`src/rtl/core/ppna_pkg.sv`:
```
// Shared types, microcode field codes and constants for the point-to-plane accumulator.
package ppna_pkg;

  localparam int NUM_SUMS = 27;
  localparam int NUM_TRI  = 21;
  localparam int NUM_ROWS = 6;
  localparam int NRM_W    = 18;
  localparam int ACC_W    = 64;
  localparam int JW       = 32;
  localparam int IDX_W    = 5;
  localparam int PC_W     = 6;
  localparam int SRC_W    = 4;
  localparam int OP_W     = 3;
  localparam int RND_W    = 3;
  localparam int SEQ_W    = 2;

  localparam logic [IDX_W-1:0] TRI_ROW_BASE [NUM_ROWS] = '{
    5'd0, 5'd6, 5'd11, 5'd15, 5'd18, 5'd20
  };
  localparam logic [IDX_W-1:0] LAST_IDX = IDX_W'(NUM_SUMS - 1);
  localparam logic [IDX_W-1:0] RJ_BASE  = IDX_W'(NUM_TRI);

  // operand sources; J0..J2 then N0..N2 form the six Jacobian entries in order
  localparam logic [SRC_W-1:0] SRC_J0 = 4'd0;
  localparam logic [SRC_W-1:0] SRC_J1 = 4'd1;
  localparam logic [SRC_W-1:0] SRC_J2 = 4'd2;
  localparam logic [SRC_W-1:0] SRC_N0 = 4'd3;
  localparam logic [SRC_W-1:0] SRC_N1 = 4'd4;
  localparam logic [SRC_W-1:0] SRC_N2 = 4'd5;
  localparam logic [SRC_W-1:0] SRC_R  = 4'd6;
  localparam logic [SRC_W-1:0] SRC_D0 = 4'd7;
  localparam logic [SRC_W-1:0] SRC_D1 = 4'd8;
  localparam logic [SRC_W-1:0] SRC_D2 = 4'd9;
  localparam logic [SRC_W-1:0] SRC_X0 = 4'd10;
  localparam logic [SRC_W-1:0] SRC_X1 = 4'd11;
  localparam logic [SRC_W-1:0] SRC_X2 = 4'd12;

  localparam logic [OP_W-1:0] OP_NONE  = 3'd0;
  localparam logic [OP_W-1:0] OP_TLOAD = 3'd1;
  localparam logic [OP_W-1:0] OP_TADD  = 3'd2;
  localparam logic [OP_W-1:0] OP_TSUB  = 3'd3;
  localparam logic [OP_W-1:0] OP_SUM   = 3'd4;

  localparam logic [RND_W-1:0] RND_NONE = 3'd0;
  localparam logic [RND_W-1:0] RND_R    = 3'd1;
  localparam logic [RND_W-1:0] RND_J0   = 3'd2;
  localparam logic [RND_W-1:0] RND_J1   = 3'd3;
  localparam logic [RND_W-1:0] RND_J2   = 3'd4;

  localparam logic [SEQ_W-1:0] SEQ_NEXT = 2'd0;
  localparam logic [SEQ_W-1:0] SEQ_WAIT = 2'd1;
  localparam logic [SEQ_W-1:0] SEQ_END  = 2'd2;
  localparam logic [SEQ_W-1:0] SEQ_EMIT = 2'd3;

  localparam logic [PC_W-1:0] PC_IDLE  = 6'd0;
  localparam logic [PC_W-1:0] PC_MATCH = 6'd1;
  localparam logic [PC_W-1:0] PC_SUMS  = 6'd12;
  localparam logic [PC_W-1:0] PC_END   = 6'd39;
  localparam logic [PC_W-1:0] PC_EMIT  = 6'd40;

  typedef struct packed {
    logic [SEQ_W-1:0] seq;
    logic [PC_W-1:0]  jmp;
    logic [SRC_W-1:0] a_sel;
    logic [SRC_W-1:0] b_sel;
    logic [OP_W-1:0]  op;
    logic [IDX_W-1:0] k;
    logic [RND_W-1:0] rnd;
  } ctl_word_t;

  typedef struct packed {
    logic             acc_en;
    logic             clr_en;
    logic [IDX_W-1:0] addr;
  } acc_cmd_t;

endpackage

```
`src/rtl/core/ppna_acc_bank.sv`:
```
// Bank of 27 saturating 64-bit sums with per-entry valid flags.
module ppna_acc_bank import ppna_pkg::*; (
  input  logic                    clk,
  input  logic                    rst_n,
  input  acc_cmd_t                cmd,
  input  logic signed [ACC_W-1:0] prod,
  output logic signed [ACC_W-1:0] rd_data
);

  logic signed [ACC_W-1:0] sum_r [NUM_SUMS];
  logic [NUM_SUMS-1:0]     vld_r;
  logic [ACC_W:0]          add_w;
  logic signed [ACC_W-1:0] sat_w;

  assign rd_data = vld_r[cmd.addr] ? sum_r[cmd.addr] : '0;
  assign add_w   = {rd_data[ACC_W-1], rd_data} + {prod[ACC_W-1], prod};

  always_comb begin
    if (add_w[ACC_W] != add_w[ACC_W-1]) begin
      sat_w = add_w[ACC_W] ? {1'b1, {(ACC_W-1){1'b0}}} : {1'b0, {(ACC_W-1){1'b1}}};
    end else begin
      sat_w = add_w[ACC_W-1:0];
    end
  end

  always_ff @(posedge clk) begin
    if (!rst_n) begin
      vld_r <= '0;
    end else if (cmd.acc_en) begin
      vld_r[cmd.addr] <= 1'b1;
    end else if (cmd.clr_en) begin
      vld_r[cmd.addr] <= 1'b0;
    end
  end

  always_ff @(posedge clk) begin
    if (cmd.acc_en) begin
      sum_r[cmd.addr] <= sat_w;
    end
  end

endmodule

```
`config.mk`:
```
export PLATFORM = sky130hd
export DESIGN_NAME = ppna_acc_bank
export DESIGN_NICKNAME = d
export VERILOG_FILES = /design/src/rtl/core/ppna_pkg.sv /design/src/rtl/core/ppna_acc_bank.sv
export SDC_FILE = /design/constraint.sdc
export NUM_CORES = 2
export LEC_CHECK = 0
export BUFFER_PORTS_ARGS = -buffer_cell sky130_fd_sc_hd__clkbuf_2
export CAP_MARGIN = 15
export CORE_UTILIZATION = 65
export DETAILED_ROUTE_END_ITERATION = 10
export PLACE_DENSITY = 0.84
export SLEW_MARGIN = 20
export SYNTH_ARGS = -nofsm -noshare
export SYNTH_HDL_FRONTEND = slang
export SYNTH_SLANG_ARGS = --single-unit
```
`constraint.sdc`:
```
create_clock -name clk -period 16.2 [get_ports clk]
set_input_delay 3.24 -clock clk [delete_from_list [all_inputs] [get_ports clk]]
set_output_delay 3.24 -clock clk [all_outputs]
set_load 0.01 [all_outputs]
```
==> impl_metrics.toml <==
[outcome]
status = "completed"

[routing]
viasPerCell = 7.41
wl_per_cell_um = 37.4
drt_iter0_drc = 7084
wirelength_um = 213000
vias = 42200
postRouteAntennaNets = 0
firstDrtPassIters = 9
drc = 0

[sta]
setup_viol = 0
drv_slew = 0
worstMarginPinSlew_ns = 1.23
final.setup.tns_ns = 0
fmax_mhz = 87.7
rsz0062_at_grt = "false"
post-route-period-util = 0.704
fin_skew_ns = 0.0571
hold_viol_final = 0
fin_crit_ns = 11.40
slew_headroom = 0.180

[place]
hpwl_um = 113000
gp_congestion = 1.03
io_buffers = 136

[run]
maxCapViolCount = 0

[synth]
synth_edf_count = 1728
yosysWarnings = 0
synth_adder_area_share = 0.0160
synthArstFlopShare = 0
synth_compound_area_frac = 0.0532
yosys.cell_types.count = 73
synth_top_area_frac = 0.716
synthSimpleGateAreaFrac = 0.0303
yosys-top-cells-area = "edfxtp_1, mux4_2, mux2i_1, ha_1, o21ai_0"
ys.flop_type = "edfxtp_1"
synth.mux.area_fraction = 0.155
syn_inst = 3854
ys_seq_elements = 1755
seq_area_frac_synth = 0.723
synthXorXnorAreaFrac = 0.00689
syn_area_per_cell_um2 = 18.8
syn_area_um2 = 72500
synth_largest_area_cell = "edfxtp_1"
synth_top_family_by_area = "multiplexers"
syn_nets = 3992

[clock_tree]
cts_tree = "yes"
clk_latency_ns = 0.81
cts_root_buf = "clkbuf_16"
cts_max_level = 4
cts-hold-fix-buffers = 0
clkTransAtPathRegs_ns = 0.06
cts_buffer_depth = 3
cts_setup_buffers = 0
cts-buffers-inserted = 170
cts.sinks = 1755
ctsResizeCount = 0

[floorplanning]
dieArea_um2 = 113000
start_util = 0.655
core-area_um2 = 111000
die_y_um = 336
ioPinCount = 137
rows = 122
die_w_um = 336

[critical_path]
r2r-end = "sum_r[26][25]"
required_ns = 16.47
crit_path_end_kind = "flop"
startpoint = "cmd[1]"
critPathLaunchType = "primary input"
r2r_cells = 18
crit_type = "in2reg"
cp_data_arrival_time_ns = 11.67
crit_fanout = 92
rrSetupSlack_ns = 8.24

[layout]
layout-drive-gt1-share = 0.254
top_register = "sum_r"
post-route-util = 0.731
syn2layout_area_growth_pct = 11.7
nets = 4203
largest_reg_flops = 1728
top_regs = "sum_r x1728"

[min_path]
hold_depth = 2
hp-class = "reg2reg"

[global_routing]
overflow = 0
grt_pass1_vias = 41500
grt_max_degree = 151
grt_pass1_wl_um = 298000
grtUsageTotal = 0.382
antenna_found_initial = 10

[power]
powerDensity_nw_per_um2 = 127
vdd.ir_drop.worst_mv = 0.107
p_leak_nw = 26.4
==> cells by family after synthesis <==
group / count (synthesis)
buffers and inverters: 254
DFF: 1755
and+or+nand+nor: 490
adders and majority gates: 97
muxes: 596
AOI/OAI and AO/OA: 605
xor gates and xnor gates: 57
==> worst max-delay path: stages <==
cell and delay, ns:
buf_8 0.49, buf_4 0.76, buf_4 0.85, mux4_2 0.42, mux4_2 0.50, mux2i_1 0.55, nor2_1 0.17, ha_1 0.46
nand2_1 0.08, nor2_1 0.12, a21oi_2 0.10, nor3_1 0.53, o21ai_2 0.14, nand2_1 0.21, o31a_2 0.77, mux2i_4 0.98
buf_4 0.45, nand3_1 0.70
==> metal layers <==
layer	track usage	wire, um	vias up
li1	-	-	16200
met1	0.513	71900	21200
met2	0.573	97200	3928
met3	0.117	32100	805
met4	0.195	11700	14
met5	0	82	-
==> final cells by class <==
| class | count | area, um2 |
|---|---|---|
| flip-flops and latches | 1755 | 52400 |
| fillers | 6053 | 29700 |
| multi-input cells | 1845 | 19300 |
| clock buffers | 200 | 4410 |
| well taps | 1488 | 1860 |
| repair buffers | 272 | 1810 |
| clock inverters | 114 | 1080 |
| inverters | 21 | 78.8 |
| diodes | 3 | 7.51 |
==> cell usage after synthesis (all sizes together), types with 4 or more instances <==
master,instances
or2,14
nand2,171
nor2b,9
a22oi,78
xnor2,35
nand3,34
maj3,32
nand2b,12
clkbuf,112
o31ai,5
mux2i,156
nand4,32
nor2,164
o211ai,10
buf,121
mux2,25
inv,21
ha,64
edfxtp,1728
o21bai,13
dfxtp,27
o21a,69
nor4,5
nor3,16
a21o,21
a211oi,23
or3,18
a31oi,33
o21ai,169
a221oi,11
and2,4
a21boi,6
o221a,7
mux4,415
a21oi,143
xor2,22
==> stage by stage <==
stage | hold slack, ns | instances | cell area (um2) | power, mW | setup WS, ns
after floorplan | 0.525 | 3854 | 72500 | 6.00 | 7.00
after global placement | 0.531 | 5380 | 75400 | 6.33 | 4.18
after detailed placement | 0.541 | 5380 | 75400 | 6.36 | 4.14
after CTS | 0.559 | 5694 | 80900 | 10.2 | 4.95
after global routing | 0.581 | 5695 | 80900 | 10.5 | 4.59
final | 0.561 | 5698 | 80900 | 10.2 | 4.80
==> layout by cell type (no fill, tap or decap), types with 22 or more instances in the layout <==
| cell | instances |
|---|---|
| edfxtp_1 | 1728 |
| mux4_2 | 415 |
| clkbuf_16 | 172 |
| nand2_1 | 171 |
| mux2i_1 | 145 |
| o21ai_0 | 139 |
| a21oi_1 | 138 |
| nor2_1 | 136 |
| clkbuf_2 | 131 |
| buf_4 | 131 |
| a22oi_1 | 78 |
| o21a_1 | 69 |
| ha_1 | 64 |
| clkinv_1 | 41 |
| nand3_1 | 34 |
| xnor2_1 | 34 |
| a31oi_1 | 33 |
| clkinv_2 | 33 |
| nand4_1 | 31 |
| nor2_4 | 28 |
| clkbuf_1 | 28 |
| o21ai_1 | 27 |
| dfxtp_1 | 27 |
| mux2_2 | 25 |
| xor2_1 | 22 |
==> how the worst max path moves through the flow <==
stage	endpoint	slack [ns]	cells past startpoint
after global routing	sum_r[25][25]	4.59	18
after CTS	sum_r[26][25]	4.95	20
final	sum_r[26][25]	4.80	18
after global placement	sum_r[25][25]	4.18	20
after detailed placement	sum_r[26][25]	4.14	20
after floorplan	sum_r[0][50]	7.00	20
==> report_power, final <==
part	leakage, nW	internal [mW]	switching, mW
clock network	2.67	2.21	1.72
registers	15.8	5.30	0.0134
logic	7.91	0.298	0.702
total	26.4	7.81	2.43
Power figures use the tool's default switching activity.
