File: src/rtl/core/ppna_pkg.sv
// Shared types, microcode field codes and constants for the point-to-plane accumulator.
package ppna_pkg;

  localparam int NUM_SUMS = 27;
  localparam int NUM_TRI  = 21;
  localparam int NUM_ROWS = 6;
  localparam int NRM_W    = 18;
  localparam int ACC_W    = 64;
  localparam int JW       = 32;
  localparam int IDX_W    = 5;
  localparam int PC_W     = 6;
  localparam int SRC_W    = 4;
  localparam int OP_W     = 3;
  localparam int RND_W    = 3;
  localparam int SEQ_W    = 2;

  localparam logic [IDX_W-1:0] TRI_ROW_BASE [NUM_ROWS] = '{
    5'd0, 5'd6, 5'd11, 5'd15, 5'd18, 5'd20
  };
  localparam logic [IDX_W-1:0] LAST_IDX = IDX_W'(NUM_SUMS - 1);
  localparam logic [IDX_W-1:0] RJ_BASE  = IDX_W'(NUM_TRI);

  // operand sources; J0..J2 then N0..N2 form the six Jacobian entries in order
  localparam logic [SRC_W-1:0] SRC_J0 = 4'd0;
  localparam logic [SRC_W-1:0] SRC_J1 = 4'd1;
  localparam logic [SRC_W-1:0] SRC_J2 = 4'd2;
  localparam logic [SRC_W-1:0] SRC_N0 = 4'd3;
  localparam logic [SRC_W-1:0] SRC_N1 = 4'd4;
  localparam logic [SRC_W-1:0] SRC_N2 = 4'd5;
  localparam logic [SRC_W-1:0] SRC_R  = 4'd6;
  localparam logic [SRC_W-1:0] SRC_D0 = 4'd7;
  localparam logic [SRC_W-1:0] SRC_D1 = 4'd8;
  localparam logic [SRC_W-1:0] SRC_D2 = 4'd9;
  localparam logic [SRC_W-1:0] SRC_X0 = 4'd10;
  localparam logic [SRC_W-1:0] SRC_X1 = 4'd11;
  localparam logic [SRC_W-1:0] SRC_X2 = 4'd12;

  localparam logic [OP_W-1:0] OP_NONE  = 3'd0;
  localparam logic [OP_W-1:0] OP_TLOAD = 3'd1;
  localparam logic [OP_W-1:0] OP_TADD  = 3'd2;
  localparam logic [OP_W-1:0] OP_TSUB  = 3'd3;
  localparam logic [OP_W-1:0] OP_SUM   = 3'd4;

  localparam logic [RND_W-1:0] RND_NONE = 3'd0;
  localparam logic [RND_W-1:0] RND_R    = 3'd1;
  localparam logic [RND_W-1:0] RND_J0   = 3'd2;
  localparam logic [RND_W-1:0] RND_J1   = 3'd3;
  localparam logic [RND_W-1:0] RND_J2   = 3'd4;

  localparam logic [SEQ_W-1:0] SEQ_NEXT = 2'd0;
  localparam logic [SEQ_W-1:0] SEQ_WAIT = 2'd1;
  localparam logic [SEQ_W-1:0] SEQ_END  = 2'd2;
  localparam logic [SEQ_W-1:0] SEQ_EMIT = 2'd3;

  localparam logic [PC_W-1:0] PC_IDLE  = 6'd0;
  localparam logic [PC_W-1:0] PC_MATCH = 6'd1;
  localparam logic [PC_W-1:0] PC_SUMS  = 6'd12;
  localparam logic [PC_W-1:0] PC_END   = 6'd39;
  localparam logic [PC_W-1:0] PC_EMIT  = 6'd40;

  typedef struct packed {
    logic [SEQ_W-1:0] seq;
    logic [PC_W-1:0]  jmp;
    logic [SRC_W-1:0] a_sel;
    logic [SRC_W-1:0] b_sel;
    logic [OP_W-1:0]  op;
    logic [IDX_W-1:0] k;
    logic [RND_W-1:0] rnd;
  } ctl_word_t;

  typedef struct packed {
    logic             acc_en;
    logic             clr_en;
    logic [IDX_W-1:0] addr;
  } acc_cmd_t;

endpackage

File: src/rtl/core/ppna_ucode_rom.sv
// Microcode ROM: one control word per program step.
module ppna_ucode_rom import ppna_pkg::*; (
  input  logic [PC_W-1:0] pc,
  output ctl_word_t       word
);

  function automatic ctl_word_t cw(input logic [SRC_W-1:0] a, input logic [SRC_W-1:0] b,
                                   input logic [OP_W-1:0] op, input logic [RND_W-1:0] rnd);
    ctl_word_t w;
    w       = '0;
    w.seq   = SEQ_NEXT;
    w.a_sel = a;
    w.b_sel = b;
    w.op    = op;
    w.rnd   = rnd;
    return w;
  endfunction

  logic [2:0]       row;
  logic [IDX_W-1:0] k;
  logic [IDX_W-1:0] col;

  always_comb begin
    row  = 3'd0;
    k    = IDX_W'(pc - PC_SUMS);
    col  = '0;
    word = cw(SRC_J0, SRC_J0, OP_NONE, RND_NONE);
    if (pc >= PC_SUMS && pc < PC_END) begin
      if (k < RJ_BASE) begin
        for (int i = 0; i < NUM_ROWS; i++) begin
          if (k >= TRI_ROW_BASE[i]) row = 3'(i);
        end
        col  = IDX_W'(row) + (k - TRI_ROW_BASE[row]);
        word = cw(SRC_J0 + SRC_W'(row), SRC_J0 + SRC_W'(col), OP_SUM, RND_NONE);
      end else begin
        word = cw(SRC_J0 + SRC_W'(k - RJ_BASE), SRC_R, OP_SUM, RND_NONE);
      end
      word.k = k;
    end else begin
      unique case (pc)
        PC_IDLE: begin
          word.seq = SEQ_WAIT;
          word.jmp = PC_EMIT;
        end
        6'd1:    word = cw(SRC_N0, SRC_D0, OP_TLOAD, RND_NONE);
        6'd2:    word = cw(SRC_N1, SRC_D1, OP_TADD, RND_NONE);
        6'd3:    word = cw(SRC_N2, SRC_D2, OP_TADD, RND_NONE);
        6'd4:    word = cw(SRC_X1, SRC_N2, OP_TLOAD, RND_NONE);
        6'd5:    word = cw(SRC_X2, SRC_N1, OP_TSUB, RND_R);
        6'd6:    word = cw(SRC_X2, SRC_N0, OP_TLOAD, RND_NONE);
        6'd7:    word = cw(SRC_X0, SRC_N2, OP_TSUB, RND_J0);
        6'd8:    word = cw(SRC_X0, SRC_N1, OP_TLOAD, RND_NONE);
        6'd9:    word = cw(SRC_X1, SRC_N0, OP_TSUB, RND_J1);
        6'd10:   word = cw(SRC_J0, SRC_J0, OP_NONE, RND_NONE);
        6'd11:   word = cw(SRC_J0, SRC_J0, OP_NONE, RND_J2);
        PC_END: begin
          word.seq = SEQ_END;
          word.jmp = PC_EMIT;
        end
        PC_EMIT: word.seq = SEQ_EMIT;
        default: word = cw(SRC_J0, SRC_J0, OP_NONE, RND_NONE);
      endcase
    end
  end

endmodule

File: config.mk
export PLATFORM = sky130hd
export DESIGN_NAME = ppna_ucode_rom
export DESIGN_NICKNAME = d
export VERILOG_FILES = /design/src/rtl/core/ppna_pkg.sv /design/src/rtl/core/ppna_ucode_rom.sv
export SDC_FILE = /design/constraint.sdc
export NUM_CORES = 1
export LEC_CHECK = 0
export ABC_AREA = 1
export BUFFER_PORTS_ARGS = -buffer_cell sky130_fd_sc_hd__buf_4
export CAP_MARGIN = 10
export CORE_UTILIZATION = 45
export DETAILED_ROUTE_END_ITERATION = 6
export PLACE_DENSITY = 0.81
export SYNTH_ARGS = -nofsm -noshare
export SYNTH_HDL_FRONTEND = slang
export SYNTH_SLANG_ARGS = --single-unit
File: constraint.sdc
create_clock -name vclk -period 6.2
set_input_delay 1.55 -clock vclk [all_inputs]
set_output_delay 1.55 -clock vclk [all_outputs]
set_load 0.01 [all_outputs]
==> impl_results.md <==
- GP Congestion: around 0.92
- Most used cell, CP: o21ai_0
- Sequential cell area: 0 um^2
- VDD IR-drop max: between 0.06 and 0.07 mV
- Area Growth Syn to Fin: 20.1%
- Nets@finish: 229
- Final setup viols: 0
- DP Wirelength: roughly 2.1 mm
- CP max-delay cell: fa_1
- Detail Route Antenna Nets: 0
- Antenna violations before repair: 0
- Vias: 1144
- Core area: 2000 um^2
- Initial DRC count: 32
- Clock Buffer Count: 0
- CP Class: input port to output pin
- Die H: approximately 49 um
- NetSw: between 0.07 and 0.08 mW
- Comb pwr share: 100.0%
- Router iterations before antenna repair: 4
- Worst Hold Depth: 3
- Mapped Area: just under 1000 um^2
- Fin crit period: 5830 ps
- Post-route setup TNS: 0 ps
- Crit Path Max Fanout: 8
- I/O Buffers: 29
- Max_cap viols: 0
- # DRC: 0
- Number of global-route vias before repair: approximately 1100
- CP max stage delay: 530 ps
- RSZ-0062 raised after global routing: false
- Total power: 0.132 mW
- Startpoint Class: input port
- PD cells: 112 nW/um^2
- Area post-placement: 1180 um^2
- Setup bufs post-CTS: 0
- Wirelength, routed: about 2.6 mm
- Post-synthesis cell count: 180
- Switch share: roughly three fifths
- Logic depth of the worst path, buffers included: 14
- Hold_buf cts: 0
- Seq/Total Area, Yosys: 0%
- Die area: 2380 um^2
- Synthesis Warnings: 0
- CTS resizes: 0
- Clock network power share: 0%
- Final period util: 94.1%
- Syn Area/Cell: 5.48 um^2
- Crit path cell chain: buf_4 > inv_2 > ha_1 > nor2_2 > nand2_1 > nand2_1 > o21ai_0 > fa_1 > inv_1 > fa_1 > xnor2_1 > o21ai_0 > o21ai_0 > buf_4
- GRT Overall Usage: a little under a quarter
- Post-route cell area: about 1200 um^2
- Seq cells: 0
- Yosys cell types: 23
- Worst path top cell family by delay: adder cells
- CP Data Required Time: 4650 ps
- Internal Pwr Total: approximately 0.055 mW
- I/O pin cnt: 33
- GRT overflow: 0
- Largest net degree at the start of global routing: 16
- Share of post-route cells with drive strength above 1: between 20% and 30%
- WL/cell: 11.0 um
- Worst Path Buf+Inv: 4
- First-pass GRT wire length: 4.51 mm
- Inserted Diodes: 0
- Peak Freq: around 170 MHz
- Std cell rows: 16
- Worst EP arrival: 4280 ps
- HP Class: input port to output pin
- Status: complete, no violations
- Area of the multi-input gates: 816 um^2
- Fill count: 227
- Initial Util: 49.3%
- Final Max Tran Viols: 0
- P_leak: 0.742 nW
- Final hold vios: 0
- Critical Path End Type: output pin
- Die width: 48.8 um
- Vias per cell: 4.93
- Seq pwr share: 0%
-- Yosys cell counts (all sizes together) --
| cell type | n | area share [%] |
|---|---|---|
| a21o | 1 | 0.89 |
| a21oi | 7 | 3.6 |
| a31oi | 1 | 0.63 |
| and3 | 1 | 0.63 |
| buf | 5 | 3.8 |
| clkbuf | 2 | 2.8 |
| conb | 1 | 0.38 |
| fa | 3 | 6.1 |
| ha | 13 | 16 |
| inv | 31 | 12 |
| nand2 | 56 | 22 |
| nand3 | 16 | 8.1 |
| nor2 | 26 | 11 |
| nor3 | 1 | 0.51 |
| o21ai | 12 | 6.1 |
| o21bai | 1 | 1.9 |
| o31ai | 1 | 0.76 |
| xnor2 | 1 | 0.89 |
| xor2 | 1 | 0.89 |
-- metal layers --
| layer | up-vias | track usage (%) | routed length [um] |
|---|---|---|---|
| met5 | - | 0 | 0 |
| met1 | 516 | 29.3 | 1180 |
| met4 | 0 | 0 | 0 |
| met2 | 29 | 44.7 | 1260 |
| li1 | 599 | - | - |
| met3 | 0 | 0 | 108 |
-- final cells by class --
| class | instances | area share [%] |
|---|---|---|
| Inverter | 31 | 9.83 |
| Multi-Input combinational cell | 145 | 68.9 |
| Tap cell | 27 | 2.85 |
| Timing Repair Buffer | 29 | 18.4 |
-- cell families after synthesis --
group | count (synthesis) | share of synthesized area (%)
and+or+nand+nor | 100 | 43.0
buffers and inverters | 38 | 18.4
AOI/OAI and AO/OA | 23 | 13.8
adders and majority gates | 16 | 22.6
xor gates and xnor gates | 2 | 1.78
other | 1 | 0.380
-- cell usage in the layout, fill, tap and decap left out, drive strengths merged, types with 3 or more instances in the layout --
| cell type | instances |
|---|---|
| nand2 | 56 |
| inv | 31 |
| buf | 29 |
| nor2 | 26 |
| nand3 | 16 |
| ha | 13 |
| o21ai | 12 |
| a21oi | 7 |
| conb | 4 |
| fa | 3 |
-- stage by stage --
| step | worst slack [ps] | cells | utilization, % | hold WS [ps] |
|---|---|---|---|---|
| after global routing | 82.4 | 232 | 59.1 | 3470 |
| final | 368 | 232 | 59.1 | 3440 |
| after CTS | 373 | 232 | 59.1 | 3440 |
| after global placement | 399 | 232 | 59.1 | 3440 |
| after floorplan | 869 | 183 | - | 3150 |
| after detailed placement | 383 | 232 | 59.1 | 3440 |
-- power groups by stage --
stage	combinational [mW]	clock, mW	sequential [mW]
floorplan	0.0936	0	0
global placement	0.128	0	0
detailed placement	0.132	0	0
CTS	0.133	0	0
global route	0.152	0	0
finish	0.132	0	0
-- final timing paths --
| check | start | end | slack [ps] |
|---|---|---|---|
| min | pc[2] | word[5] | 3440 |
| max | pc[2] | word[13] | 370 |
Power figures use the tool's default switching activity.
