[src/rtl/core/ppna_pkg.sv]
// Shared types, microcode field codes and constants for the point-to-plane accumulator.
package ppna_pkg;

  localparam int NUM_SUMS = 27;
  localparam int NUM_TRI  = 21;
  localparam int NUM_ROWS = 6;
  localparam int NRM_W    = 18;
  localparam int ACC_W    = 64;
  localparam int JW       = 32;
  localparam int IDX_W    = 5;
  localparam int PC_W     = 6;
  localparam int SRC_W    = 4;
  localparam int OP_W     = 3;
  localparam int RND_W    = 3;
  localparam int SEQ_W    = 2;

  localparam logic [IDX_W-1:0] TRI_ROW_BASE [NUM_ROWS] = '{
    5'd0, 5'd6, 5'd11, 5'd15, 5'd18, 5'd20
  };
  localparam logic [IDX_W-1:0] LAST_IDX = IDX_W'(NUM_SUMS - 1);
  localparam logic [IDX_W-1:0] RJ_BASE  = IDX_W'(NUM_TRI);

  // operand sources; J0..J2 then N0..N2 form the six Jacobian entries in order
  localparam logic [SRC_W-1:0] SRC_J0 = 4'd0;
  localparam logic [SRC_W-1:0] SRC_J1 = 4'd1;
  localparam logic [SRC_W-1:0] SRC_J2 = 4'd2;
  localparam logic [SRC_W-1:0] SRC_N0 = 4'd3;
  localparam logic [SRC_W-1:0] SRC_N1 = 4'd4;
  localparam logic [SRC_W-1:0] SRC_N2 = 4'd5;
  localparam logic [SRC_W-1:0] SRC_R  = 4'd6;
  localparam logic [SRC_W-1:0] SRC_D0 = 4'd7;
  localparam logic [SRC_W-1:0] SRC_D1 = 4'd8;
  localparam logic [SRC_W-1:0] SRC_D2 = 4'd9;
  localparam logic [SRC_W-1:0] SRC_X0 = 4'd10;
  localparam logic [SRC_W-1:0] SRC_X1 = 4'd11;
  localparam logic [SRC_W-1:0] SRC_X2 = 4'd12;

  localparam logic [OP_W-1:0] OP_NONE  = 3'd0;
  localparam logic [OP_W-1:0] OP_TLOAD = 3'd1;
  localparam logic [OP_W-1:0] OP_TADD  = 3'd2;
  localparam logic [OP_W-1:0] OP_TSUB  = 3'd3;
  localparam logic [OP_W-1:0] OP_SUM   = 3'd4;

  localparam logic [RND_W-1:0] RND_NONE = 3'd0;
  localparam logic [RND_W-1:0] RND_R    = 3'd1;
  localparam logic [RND_W-1:0] RND_J0   = 3'd2;
  localparam logic [RND_W-1:0] RND_J1   = 3'd3;
  localparam logic [RND_W-1:0] RND_J2   = 3'd4;

  localparam logic [SEQ_W-1:0] SEQ_NEXT = 2'd0;
  localparam logic [SEQ_W-1:0] SEQ_WAIT = 2'd1;
  localparam logic [SEQ_W-1:0] SEQ_END  = 2'd2;
  localparam logic [SEQ_W-1:0] SEQ_EMIT = 2'd3;

  localparam logic [PC_W-1:0] PC_IDLE  = 6'd0;
  localparam logic [PC_W-1:0] PC_MATCH = 6'd1;
  localparam logic [PC_W-1:0] PC_SUMS  = 6'd12;
  localparam logic [PC_W-1:0] PC_END   = 6'd39;
  localparam logic [PC_W-1:0] PC_EMIT  = 6'd40;

  typedef struct packed {
    logic [SEQ_W-1:0] seq;
    logic [PC_W-1:0]  jmp;
    logic [SRC_W-1:0] a_sel;
    logic [SRC_W-1:0] b_sel;
    logic [OP_W-1:0]  op;
    logic [IDX_W-1:0] k;
    logic [RND_W-1:0] rnd;
  } ctl_word_t;

  typedef struct packed {
    logic             acc_en;
    logic             clr_en;
    logic [IDX_W-1:0] addr;
  } acc_cmd_t;

endpackage

[src/rtl/core/ppna_datapath.sv]
// Point registers, shared multiplier, term accumulator and round/saturate to Q.F.
module ppna_datapath import ppna_pkg::*; #(
  parameter int COORD_WIDTH = 24,
  parameter int FRAC_BITS   = 16
) (
  input  logic                          clk,
  input  logic                          ld,
  input  logic signed [COORD_WIDTH-1:0] src_x,
  input  logic signed [COORD_WIDTH-1:0] src_y,
  input  logic signed [COORD_WIDTH-1:0] src_z,
  input  logic signed [COORD_WIDTH-1:0] tgt_x,
  input  logic signed [COORD_WIDTH-1:0] tgt_y,
  input  logic signed [COORD_WIDTH-1:0] tgt_z,
  input  logic signed [NRM_W-1:0]       nrm_x,
  input  logic signed [NRM_W-1:0]       nrm_y,
  input  logic signed [NRM_W-1:0]       nrm_z,
  input  ctl_word_t                     ctl,
  input  logic [OP_W-1:0]               op_d,
  output logic signed [ACC_W-1:0]       prod
);

  localparam int DW = COORD_WIDTH + 1;
  localparam int MW = (DW > JW) ? DW : JW;

  logic signed [COORD_WIDTH-1:0] x_r [3];
  logic signed [DW-1:0]          d_r [3];
  logic signed [NRM_W-1:0]       n_r [3];
  logic signed [JW-1:0]          j_r [3];
  logic signed [JW-1:0]          r_r;
  logic signed [ACC_W-1:0]       t_r;
  logic signed [ACC_W-1:0]       t_nxt;
  logic signed [ACC_W-1:0]       p_r;
  logic signed [MW-1:0]          op_a;
  logic signed [MW-1:0]          op_b;
  logic signed [2*MW-1:0]        mul;
  logic signed [ACC_W-1:0]       rnd_sum;
  logic signed [ACC_W-1:0]       rnd_sh;
  logic signed [JW-1:0]          rnd_q;

  function automatic logic signed [MW-1:0] pick(
    input logic [SRC_W-1:0] sel,
    input logic signed [COORD_WIDTH-1:0] x0, input logic signed [COORD_WIDTH-1:0] x1,
    input logic signed [COORD_WIDTH-1:0] x2,
    input logic signed [DW-1:0] d0, input logic signed [DW-1:0] d1,
    input logic signed [DW-1:0] d2,
    input logic signed [NRM_W-1:0] n0, input logic signed [NRM_W-1:0] n1,
    input logic signed [NRM_W-1:0] n2,
    input logic signed [JW-1:0] j0, input logic signed [JW-1:0] j1,
    input logic signed [JW-1:0] j2, input logic signed [JW-1:0] r);
    logic signed [MW-1:0] v;
    case (sel)
      SRC_J0:  v = MW'(j0);
      SRC_J1:  v = MW'(j1);
      SRC_J2:  v = MW'(j2);
      SRC_N0:  v = MW'(n0);
      SRC_N1:  v = MW'(n1);
      SRC_N2:  v = MW'(n2);
      SRC_R:   v = MW'(r);
      SRC_D0:  v = MW'(d0);
      SRC_D1:  v = MW'(d1);
      SRC_D2:  v = MW'(d2);
      SRC_X0:  v = MW'(x0);
      SRC_X1:  v = MW'(x1);
      SRC_X2:  v = MW'(x2);
      default: v = '0;
    endcase
    return v;
  endfunction

  assign op_a = pick(ctl.a_sel, x_r[0], x_r[1], x_r[2], d_r[0], d_r[1], d_r[2],
                     n_r[0], n_r[1], n_r[2], j_r[0], j_r[1], j_r[2], r_r);
  assign op_b = pick(ctl.b_sel, x_r[0], x_r[1], x_r[2], d_r[0], d_r[1], d_r[2],
                     n_r[0], n_r[1], n_r[2], j_r[0], j_r[1], j_r[2], r_r);
  assign mul  = op_a * op_b;
  assign prod = p_r;

  always_comb begin
    case (op_d)
      OP_TLOAD: t_nxt = p_r;
      OP_TADD:  t_nxt = t_r + p_r;
      OP_TSUB:  t_nxt = t_r - p_r;
      default:  t_nxt = t_r;
    endcase
  end

  assign rnd_sum = t_r + (64'sd1 <<< (FRAC_BITS - 1));
  assign rnd_sh  = rnd_sum >>> FRAC_BITS;

  always_comb begin
    if (rnd_sh > 64'sd2147483647) begin
      rnd_q = 32'sh7fffffff;
    end else if (rnd_sh < -64'sd2147483648) begin
      rnd_q = 32'sh80000000;
    end else begin
      rnd_q = JW'(rnd_sh);
    end
  end

  always_ff @(posedge clk) begin
    if (ld) begin
      x_r[0] <= src_x;
      x_r[1] <= src_y;
      x_r[2] <= src_z;
      d_r[0] <= DW'(src_x) - DW'(tgt_x);
      d_r[1] <= DW'(src_y) - DW'(tgt_y);
      d_r[2] <= DW'(src_z) - DW'(tgt_z);
      n_r[0] <= nrm_x;
      n_r[1] <= nrm_y;
      n_r[2] <= nrm_z;
    end
    p_r <= mul[ACC_W-1:0];
    t_r <= t_nxt;
    case (ctl.rnd)
      RND_R:   r_r    <= rnd_q;
      RND_J0:  j_r[0] <= rnd_q;
      RND_J1:  j_r[1] <= rnd_q;
      RND_J2:  j_r[2] <= rnd_q;
      default: ;
    endcase
  end

endmodule

[config.mk]
export PLATFORM = sky130hd
export DESIGN_NAME = ppna_datapath
export DESIGN_NICKNAME = d
export VERILOG_FILES = /design/src/rtl/core/ppna_pkg.sv /design/src/rtl/core/ppna_datapath.sv
export SDC_FILE = /design/constraint.sdc
export NUM_CORES = 2
export LEC_CHECK = 0
export ABC_CLOCK_PERIOD_IN_PS = 13600
export BUFFER_PORTS_ARGS = -buffer_cell sky130_fd_sc_hd__buf_2
export CAP_MARGIN = 20
export CORE_UTILIZATION = 29
export CTS_CLUSTER_DIAMETER = 60
export DETAILED_ROUTE_END_ITERATION = 10
export SKIP_LAST_GASP = 1
export SYNTH_ARGS = -nofsm -noshare
export SYNTH_HDL_FRONTEND = slang
export SYNTH_SLANG_ARGS = --single-unit
export TNS_END_PERCENT = 100
[constraint.sdc]
create_clock -name clk -period 13.6 [get_ports clk]
set_clock_uncertainty 0.15 [all_clocks]
set_input_delay 0 -clock clk [delete_from_list [all_inputs] [get_ports clk]]
set_output_delay 0 -clock clk [all_outputs]
set_load 0.01 [all_outputs]
==> summary by stage <==
Detailed routing
The pre-antenna-repair detailed-routing pass consisted of 7 iterations. The highest layer used for signal routing is met5. The count of nets left with antenna violations once routing finished came out at 0. The final route contains 52,100 vias. Summed over all nets, wire length on met2 after detailed routing comes to 102,000 um.

For this block, the routed nets add up to 226,000 um of wire. Summed over all nets, wire length on met3 after detailed routing comes to 21,400 um. After detailed routing, the average wire length per cell comes to 22.8 um.

The post-route met1 wirelength is 90,900 um. The post-route DRC violation count is 0. The number of DRC violations after detailed-routing iteration 0 is 5,488. The vias per cell is 5.25.

Setup path
The worst register-to-register path has a depth of 27. STA classifies the critical path startpoint as a flip-flop. The worst setup path is captured at a flip-flop. The required time at the worst-slack endpoint is 13.98 ns. The end of the worst register-to-register path is prod[63]. The worst endpoint data arrival time is 11.56 ns.

The worst-case register-to-register setup slack is 2.42 ns. The critical path in this run is classified as reg2reg. The worst register-to-register path begins at n_r[0][17].

The largest driver fanout on the critical path is 16.

Global route
Entering global routing, the biggest net connects 83 pins. The number of global-route vias before repair is 54,500. The remaining global-route overflow is 0.

The number of antenna violations at the first check in global routing is 10. The global-route usage over all layers is 20.9%. The wire length of the first global-routing pass is 343,000 um.

Clock network
The number of hold buffers added after CTS was 365. The number of buffers on the longest clock path is 3. The number of buffers created by CTS is 56.

The CTS tree is yes. The clock insertion delay at the later pin of the skew report is 0.71 ns. The clock sink total is 457. The post-CTS repair timing setup buffer count is 0. The root buffer cell chosen for the clock tree is clkbuf_16. After clock tree synthesis, the clock-pin slew on the worst setup and hold paths is 0.06 ns. CTS built an H-tree with a depth of 2. The number of gates resized after CTS is 0.

Logic synthesis
The sequential element share of the synthesized area is 21.0%. The number of nets in the synthesized netlist is 8,153. The number of enable-type register cells in the synthesized netlist is 393. Counting flops and latches in the post-synthesis netlist gives 457. The area fraction of the dominant cell type after synthesis is 35.0%.

The mapped netlist covers 62,200 um^2. The gate count after technology mapping is 6,516. The warning count from the yosys run is 0. The synthesized area per cell is 9.55 um^2. Ranked by total cell area, the synthesized netlist is headed by fa_1, edfxtp_1, inv_1.

The post-synthesis cell type with the largest combined area is fa_1. The async set-reset flop share out of synthesis is 0%. The most used flip-flop cell after synthesis is edfxtp_1. The number of distinct library cell variants in the gate-level netlist after synthesis is 92.

STA
The final hold violation count is 0. The transition at the pin with the smallest max-transition slack is 1.31 ns. Setup repair after global routing left no endpoint under its margin. Derived from the worst setup path, the maximum achievable clock frequency is 89.4 MHz. The worst slew margin relative to its limit is 12.7%. The total of endpoints with negative setup slack in the final report is 0. The final period demand of the worst path is 11.18 ns. After layout, the worst path uses 82.2% of the clock period. The summed negative setup slack over all endpoints is 0 ns. The number of max-slew violations in the final report is 0.

Floorplanning
The width of the die is 465 um. The die is 465 um tall. The die covers 216,000 um^2. 294 I/O pins were placed.

The initialized floorplan defines 169 standard-cell rows. Once the floorplan was initialized, standard cells occupied 29.3% of the core. The core area is 213,000 um^2.

Run status
The run finished with clean final reports.

Final layout
At the end of the flow, the number of nets in the layout was 8,693. The leading cell type in the layout, fill and taps excluded is inv_1. The library cells used most frequently in the layout, excluding fill and tap cells, are inv_1, fa_1, nand2_1.

The number of filler instances in the final layout is 21,400. The share of layout cells above drive strength 1 is 8.35%. The growth of design area from synthesis to finish is 17.1%.

Placement
The placed wire-length estimate after detailed placement is 172,000 um. Input and output buffers added on the ports amount to 277. Routability-driven placement finished with a final weighted congestion of 0.946.

Hold path
For hold timing, the worst endpoint is x_r[0][49]. The startpoint identified for the worst hold timing path is src_z[1]. The type of the most critical hold path is in2reg. Along the worst hold path, the cell count comes to 2.

Job
The count of max-cap constraint violations is 0.
-- layout make-up --
cell class | count | area [um^2] | area share [%]
multi-input cells | 4602 | 43800 | 60.2
flip-flops and latches | 457 | 13100 | 18.0
repair buffers | 788 | 6150 | 8.45
inverters | 1151 | 4320 | 5.93
well taps | 2821 | 3530 | 4.85
clock buffers | 65 | 1440 | 1.97
clock inverters | 41 | 482 | 0.661
diodes | 4 | 10.0 | 0.0137
-- Yosys cell counts (10+ instances only) --
cell and instances:
and2_1 35, or4_1 12, a211oi_1 26, o21a_1 37
nand4_1 38, xor2_1 109, a22oi_1 171, o2111ai_1 12
inv_1 1150, and4_1 16, nand2b_1 41, nor2_1 623
clkbuf_1 287, or2_2 10, a222oi_1 43, xnor2_1 152
a221oi_1 72, buf_1 17, nor2b_1 33, nor3_1 69
nand3_1 115, o21bai_1 22, and3_1 67, a21o_1 86
o21ai_0 181, fa_1 1086, edfxtp_1 393, ha_1 321
a31oi_1 32, o31ai_1 20, dfxtp_1 64, a211o_1 10
o211ai_1 18, or3_1 19, nor4_1 13, nand2_1 770
a22o_1 32, a21oi_1 176
-- worst max-delay path by stage --
stage | slack [ns] | end | cells past startpoint | from
finish | 2.42 | prod[63] | 27 | n_r[0][17]
CTS | 2.39 | prod[63] | 27 | n_r[0][17]
detailed placement | 2.19 | prod[63] | 31 | ctl[18]
global placement | 2.25 | prod[63] | 32 | ctl[18]
floorplan | 4.13 | prod[63] | 34 | ctl[13]
global route | 1.88 | prod[63] | 28 | n_r[0][17]
-- per-layer routing --
layer	up-vias	track usage (%)
li1	22300	-
met1	26300	27.8
met2	2817	33.2
met3	639	3.64
met4	2	9.00
met5	-	0
-- registers in the layout, indices dropped and copies added (netlist names) --
signal / flops
r_r: 32
j_r: 96
prod: 64
t_r: 64
x_r: 72
n_r: 54
d_r: 75
-- stage by stage --
stage | area [um^2] | hold slack (ns) | utilization (%) | std cells | setup slack (ns)
floorplan | 62200 | -0.0511 | - | 6516 | 4.13
global placement | 67200 | 0.0288 | 31.6 | 9449 | 2.25
detailed placement | 67300 | 0.0288 | 31.6 | 9454 | 2.19
CTS | 72800 | 0.00538 | 34.3 | 9925 | 2.39
global route | 72800 | 0.0569 | 34.3 | 9927 | 1.88
finish | 72800 | 0.0212 | 34.3 | 9929 | 2.42
-- cell families (layout without fill, tap and decap cells) --
| family | count (synthesis) | count (layout) | synth area share (%) |
|---|---|---|---|
| flops | 457 | 457 | 21.0 |
| compound gates | 1031 | 1031 | 11.6 |
| other cells | 0 | 4 | 0 |
| buf+inv | 1457 | 2045 | 8.81 |
| xor+xnor | 262 | 262 | 3.70 |
| simple gates | 1895 | 1895 | 13.4 |
| mux | 7 | 7 | 0.121 |
| fa+ha+maj | 1407 | 1407 | 41.4 |
-- critical path, cell delays in order (launching register included) --
cell       delay [ns]
edfxtp_1         0.39
a222oi_1         0.33
buf_4            0.26
and3_1           0.63
and3_1           0.60
a31oi_1          0.29
fa_1             0.75
fa_1             0.49
fa_1             0.77
fa_1             1.20
inv_1            0.42
fa_1             0.58
inv_1            0.05
fa_1             0.54
inv_1            0.05
fa_1             0.48
inv_1            0.07
fa_1             0.47
ha_1             0.40
and4_1           0.30
a221o_1          0.37
a21o_1           0.19
and3_1           0.15
a21oi_1          0.10
o21ai_0          0.14
o21ai_1          0.31
mux2i_1          0.11
a2111oi_0        0.38
Power is left out: the tool's default activity adds up to more than one toggle a clock period on the data nets, which glitch-free logic cannot reach.
